`config.mk`:
```
export PLATFORM = sky130hd
export DESIGN_NAME = mmsdc_ram
export DESIGN_NICKNAME = d
export VERILOG_FILES = /design/src/rtl/mmsdc_ram.sv
export SDC_FILE = /design/constraint.sdc
export NUM_CORES = 2
export LEC_CHECK = 0
export BUFFER_PORTS_ARGS = -buffer_cell sky130_fd_sc_hd__buf_2
export CORE_MARGIN = 5
export CORE_UTILIZATION = 40
export CTS_CLUSTER_DIAMETER = 120
export DETAILED_ROUTE_END_ITERATION = 8
export SETUP_SLACK_MARGIN = 0.02
export SLEW_MARGIN = 25
export SYNTH_ARGS = -nofsm -noshare
export SYNTH_HDL_FRONTEND = slang
export SYNTH_SLANG_ARGS = --single-unit
```
`constraint.sdc`:
```
create_clock -name clk_i -period 5.35 [get_ports clk_i]
set_input_delay 0.535 -clock clk_i [delete_from_list [all_inputs] [get_ports clk_i]]
set_output_delay 0.535 -clock clk_i [all_outputs]
set_load 0.05 [all_outputs]
```
`src/rtl/mmsdc_ram.sv`:
```
// Simple dual-port synchronous RAM: one write port, one read port,
// registered read data. No dependencies.
module mmsdc_ram #(
  parameter int WIDTH = 32,
  parameter int DEPTH = 64
) (
  input  logic                     clk_i,
  input  logic                     we_i,
  input  logic [$clog2(DEPTH)-1:0] waddr_i,
  input  logic [WIDTH-1:0]         wdata_i,
  input  logic                     re_i,
  input  logic [$clog2(DEPTH)-1:0] raddr_i,
  output logic [WIDTH-1:0]         rdata_o
);

  logic [WIDTH-1:0] mem [DEPTH];

  always_ff @(posedge clk_i) begin
    if (we_i) begin
      mem[waddr_i] <= wdata_i;
    end
  end

  always_ff @(posedge clk_i) begin
    if (re_i) begin
      rdata_o <= mem[raddr_i];
    end
  end

endmodule

```
# --- Yosys cells after proc, flatten, opt, wreduce, memory -nomap -nowiden ---
# Memory sizes are Yosys's and may differ from the RTL's. A register that Yosys moved wholly into a read port is not among the register bits.
# Index checks and enable logic that the tools add are counted.
op_classes:
  mux: 2
op_table:
  columns: ["op", "n"]
  rows:
  - ["$mux W1", 2]
totals:
  output_inout_bits: 32
  mem_bits_rw: 2048
  ff_bits: 0
  n_memories: 1
memory_table:
  columns: ["name", "depth", "width", "read_ports", "rd_ports_with_merged_regs", "write_ports", "line", "rtl"]
  rows:
  - ["mem", 64, 32, 1, 1, 1, "16", "logic [WIDTH-1:0] mem [DEPTH];"]

# --- Logic depth before layout (Yosys ltp) ---
logic_depth:
  word_depth: 2
  mapped_depth: 10

# --- Least setup slack after synthesis ---
# No wires, ideal clock.
synth_timing:
  kind: "input to register"
  from: "input port waddr_i[3]"
  to: "memory mem[48][0] (enable)"
  arrival_ns: 3.234
  slack_ns: 1.655
  path_stages: 4
  required_time_ns: 4.889
  path_cell_list: "clkbuf_1 > nor2b_1 > nand4b_1 > nor3_1"
synth_lines:
  columns: ["item", "line", "rtl"]
  rows:
  - ["start, declared", "9", "input logic [$clog2(DEPTH)-1:0] waddr_i,"]
  - ["end, declared", "16", null]
# No word-level cell before the write port.

==> results.py <==
metrics = {
    "power_and_ir_drop": {
        "pwr-share-clk_pct": 41.1,
        "ir_drop_mv": 0.3310,
        "p_leak_nw": 27.86,
        "p_int_w": 0.02660,
        "power_switching_w": 0.007135,
        "combPwrFrac_pct": 5.1,
        "p_per_area_nw_per_um2": 373.5,
        "seqPwrFrac_pct": 53.8,
        "switching_share_pct": 21.15,
    },
    "clocking": {
        "clk_latency_ps": 830,
        "hold_buffers": 0,
        "cts.clk_slew.worst_paths_ps": 60,
        "post_cts_buffers": 0,
        "cts.sinks": 2080,
        "cts-buffers-inserted": 201,
        "clock-root-buffer": "clkbuf_16",
        "postCtsResizedCells": 0,
        "cts_tree": "built",
        "cts_max_level": 4,
        "cts_max_path_buffers": 3,
    },
    "yosys": {
        "ys_types": 33,
        "seq_area_frac_synth_pct": 79.23,
        "syn-cell-area_um2": 78840,
        "synthCells": 3324,
        "syn-num-nets": 3371,
        "synth.area.top_cells": "edfxtp_1, mux4_2, mux2i_1",
        "synth_top_area_share_pct": 79.23,
        "synth_area_per_cell_um2": 23.72,
        "yosys_warnings": 0,
        "synth.largest_area_cell": "edfxtp_1",
        "synth_seq_cells": 2080,
    },
    "floorplanning": {
        "rows": 163,
        "design.die.area_um2": 206100,
        "die_y_um": 453.9,
        "core_um2": 196600,
        "start_util_pct": 40.10,
        "die-width_um": 453.9,
        "ios": 79,
    },
    "worst_setup_path": {
        "r2r-start": "mem[14][21]$_DFFE_PP_",
        "endpoint_kind": "register",
        "cp.required_ps": 5880,
        "r2r_end": "rdata_o[21]$_DFFE_PP_",
        "rr_worst_depth": 4,
        "rrSetupSlack_ps": 2750,
        "cp_max_fo": 95,
        "startpoint": "raddr_i[1]",
        "path_class": "in -> reg",
        "critical_path.startpoint_type": "primary input",
        "arrival_ps": 3650,
    },
    "global_routing": {
        "grt_pass1_wl_mm": 283.9,
        "grt_pass1_vias": 37380,
        "globalRouteMet1Util_pct": 27.39,
        "grt_use_met2_pct": 31.58,
        "grt_overflow_total": 0,
        "grtUsageMet3_pct": 3.133,
        "grt.total_usage_pct": 19.34,
        "grt_max_degree": 96,
        "antenna_found_initial": 22,
        "grt.busiest_layer": "met2",
    },
    "timing": {
        "setup_violations": 0,
        "final.period_utilization_pct": 58.35,
        "rsz0062_at_grt": "no",
        "max_freq_mhz": 320.3,
        "hold_viol_final": 0,
        "final_max_slew_viol_count": 0,
        "fin_worst_skew_ps": 35.86,
        "final.setup.tns_ps": 0,
        "slew_headroom_pct": 27.58,
        "hold_ws_ps": 228.3,
        "min_period_ps": 3122,
        "tightest_slew_ps": 1084,
    },
    "finish": {
        "drive_gt1_share_pct": 29.98,
        "final_area_um2": 90320,
        "postLayoutCoreUtil_pct": 45.94,
        "final_nets": 3640,
        "layout-area-overhead-vs-synth_pct": 14.57,
        "fill_cells": 16150,
    },
    "status": {
        "run_status": "complete, no violations",
    },
    "place": {
        "port_buffers": 78,
        "dp_hpwl_mm": 115.5,
        "placed_cell_area_um2": 83760,
        "place_congestion": 0.8175,
    },
    "detailed_routing": {
        "drc_errors": 0,
        "routed_via_density": 5.728,
        "wl_per_cell_um": 31.19,
        "wl_mm": 199.8,
        "drtIter0Drc": 4407,
        "dr.pass1.iters": 5,
        "vias": 36690,
        "ant_nets": 0,
    },
    "hold_path": {
        "hold_depth": 1,
        "min_path_type": "in -> reg",
        "hold_path_end": "mem[18][22]$_DFFE_PP_",
        "hp-start": "wdata_i[22]",
    },
    "job": {
        "drv_cap": 0,
    },
}
==> cell usage after synthesis (all sizes together) <==
cell type	number
nor2	137
nand4b	1
or3	3
a41o	4
or3b	5
nor2b	15
a21oi	62
nor3	7
nand4	2
nand3b	5
nand2	26
or2	3
o22ai	84
mux4	544
nand2b	8
a22oi	12
and3	4
nand3	5
and2	2
edfxtp	2080
mux2i	93
buf	108
clkbuf	74
o32ai	4
a311oi	8
a31oi	1
o221ai	27
==> per-layer routing <==
layer / wire length, um / share of wire (%)
met3: 14470 / 7.2
met2: 98770 / 49
met1: 82180 / 41
met4: 4312 / 2.2
met5: 69 / 0.035
==> final cells by class <==
cell class                 instances  area (um^2)  share of cell area [%]
timing repair buffer             248         2146                   2.376
sequential                      2080        62460                   69.15
clock inverter                   110         1122                   1.243
antenna                            9        22.52                 0.02493
clock buffer                     256         5300                   5.868
tap                             2640         3303                   3.657
multi-input combinational       1062        15970                   17.68
==> power by group through the flow <==
stage	Sequential (W)	Combinational [W]	Clock, W
after floorplan	0.0185	0.000878	0
after global placement	0.0185	0.00172	0
after detailed placement	0.0185	0.00174	0
after CTS	0.0181	0.00174	0.0141
after global routing	0.0181	0.00181	0.0148
final	0.0181	0.00172	0.0139
==> metrics by stage <==
stage	cells	setup WS [ps]	power, W
6_report	6405	2228	0.03373
5_1_grt	6400	2124	0.03473
4_1_cts	6392	2159	0.03399
3_5_place_dp	6026	1262	0.02023
3_3_place_gp	6015	1272	0.02021
2_1_floorplan	3324	1655	0.01942
==> placed cells by master, fill, tap and decap left out, types with 4 or more instances in the layout <==
| master | Yosys | routed |
|---|---|---|
| edfxtp_1 | 2080 | 2080 |
| buf_16 | 0 | 10 |
| clkbuf_1 | 74 | 52 |
| nand3b_1 | 5 | 5 |
| a311oi_1 | 8 | 8 |
| diode_2 | 0 | 9 |
| o22ai_1 | 84 | 84 |
| mux4_2 | 544 | 544 |
| clkinv_2 | 0 | 27 |
| a21oi_1 | 62 | 62 |
| and3_1 | 4 | 4 |
| clkinv_1 | 0 | 49 |
| clkbuf_16 | 0 | 204 |
| nor2_1 | 137 | 75 |
| buf_4 | 25 | 157 |
| a22oi_1 | 12 | 12 |
| o221ai_1 | 27 | 27 |
| o32ai_1 | 4 | 4 |
| nor2_4 | 0 | 62 |
| a41o_1 | 4 | 4 |
| mux2i_1 | 93 | 93 |
| nor2b_1 | 15 | 15 |
| nand3_1 | 5 | 5 |
| buf_12 | 0 | 16 |
| bufinv_16 | 0 | 19 |
| nand2b_1 | 8 | 7 |
| nor3_1 | 7 | 5 |
| nand2_1 | 26 | 26 |
| buf_2 | 57 | 60 |
| clkinv_8 | 0 | 5 |
| buf_8 | 0 | 4 |
==> sequential cells by signal, summed over array words and instances (netlist names) <==
name	count
mem	2048
rdata_o	32
==> worst max path at each step <==
| stage | endpoint | slack [ps] | cells after the start |
|---|---|---|---|
| floorplan | mem[48][0]$_DFFE_PP_ | 1660 | 4 |
| detailed placement | rdata_o[21]$_DFFE_PP_ | 1260 | 6 |
| global placement | rdata_o[21]$_DFFE_PP_ | 1270 | 6 |
| finish | rdata_o[24]$_DFFE_PP_ | 2230 | 6 |
| global route | rdata_o[16]$_DFFE_PP_ | 2120 | 7 |
| CTS | rdata_o[21]$_DFFE_PP_ | 2160 | 6 |
==> worst max-delay path: stages <==
cell and delay (ps):
buf_8 490, buf_12 490, mux4_2 430, mux4_2 490, o22ai_1 740, nor2_1 160
==> logic make-up after synthesis <==
kind of cell,count (synthesis),share of synthesized area [%]
muxes,637,16.72
buffers and inverters,182,1.124
AOI/OAI and AO/OA,202,1.666
and+or+nand+nor,223,1.260
DFF,2080,79.23
Power figures use the tool's default switching activity.
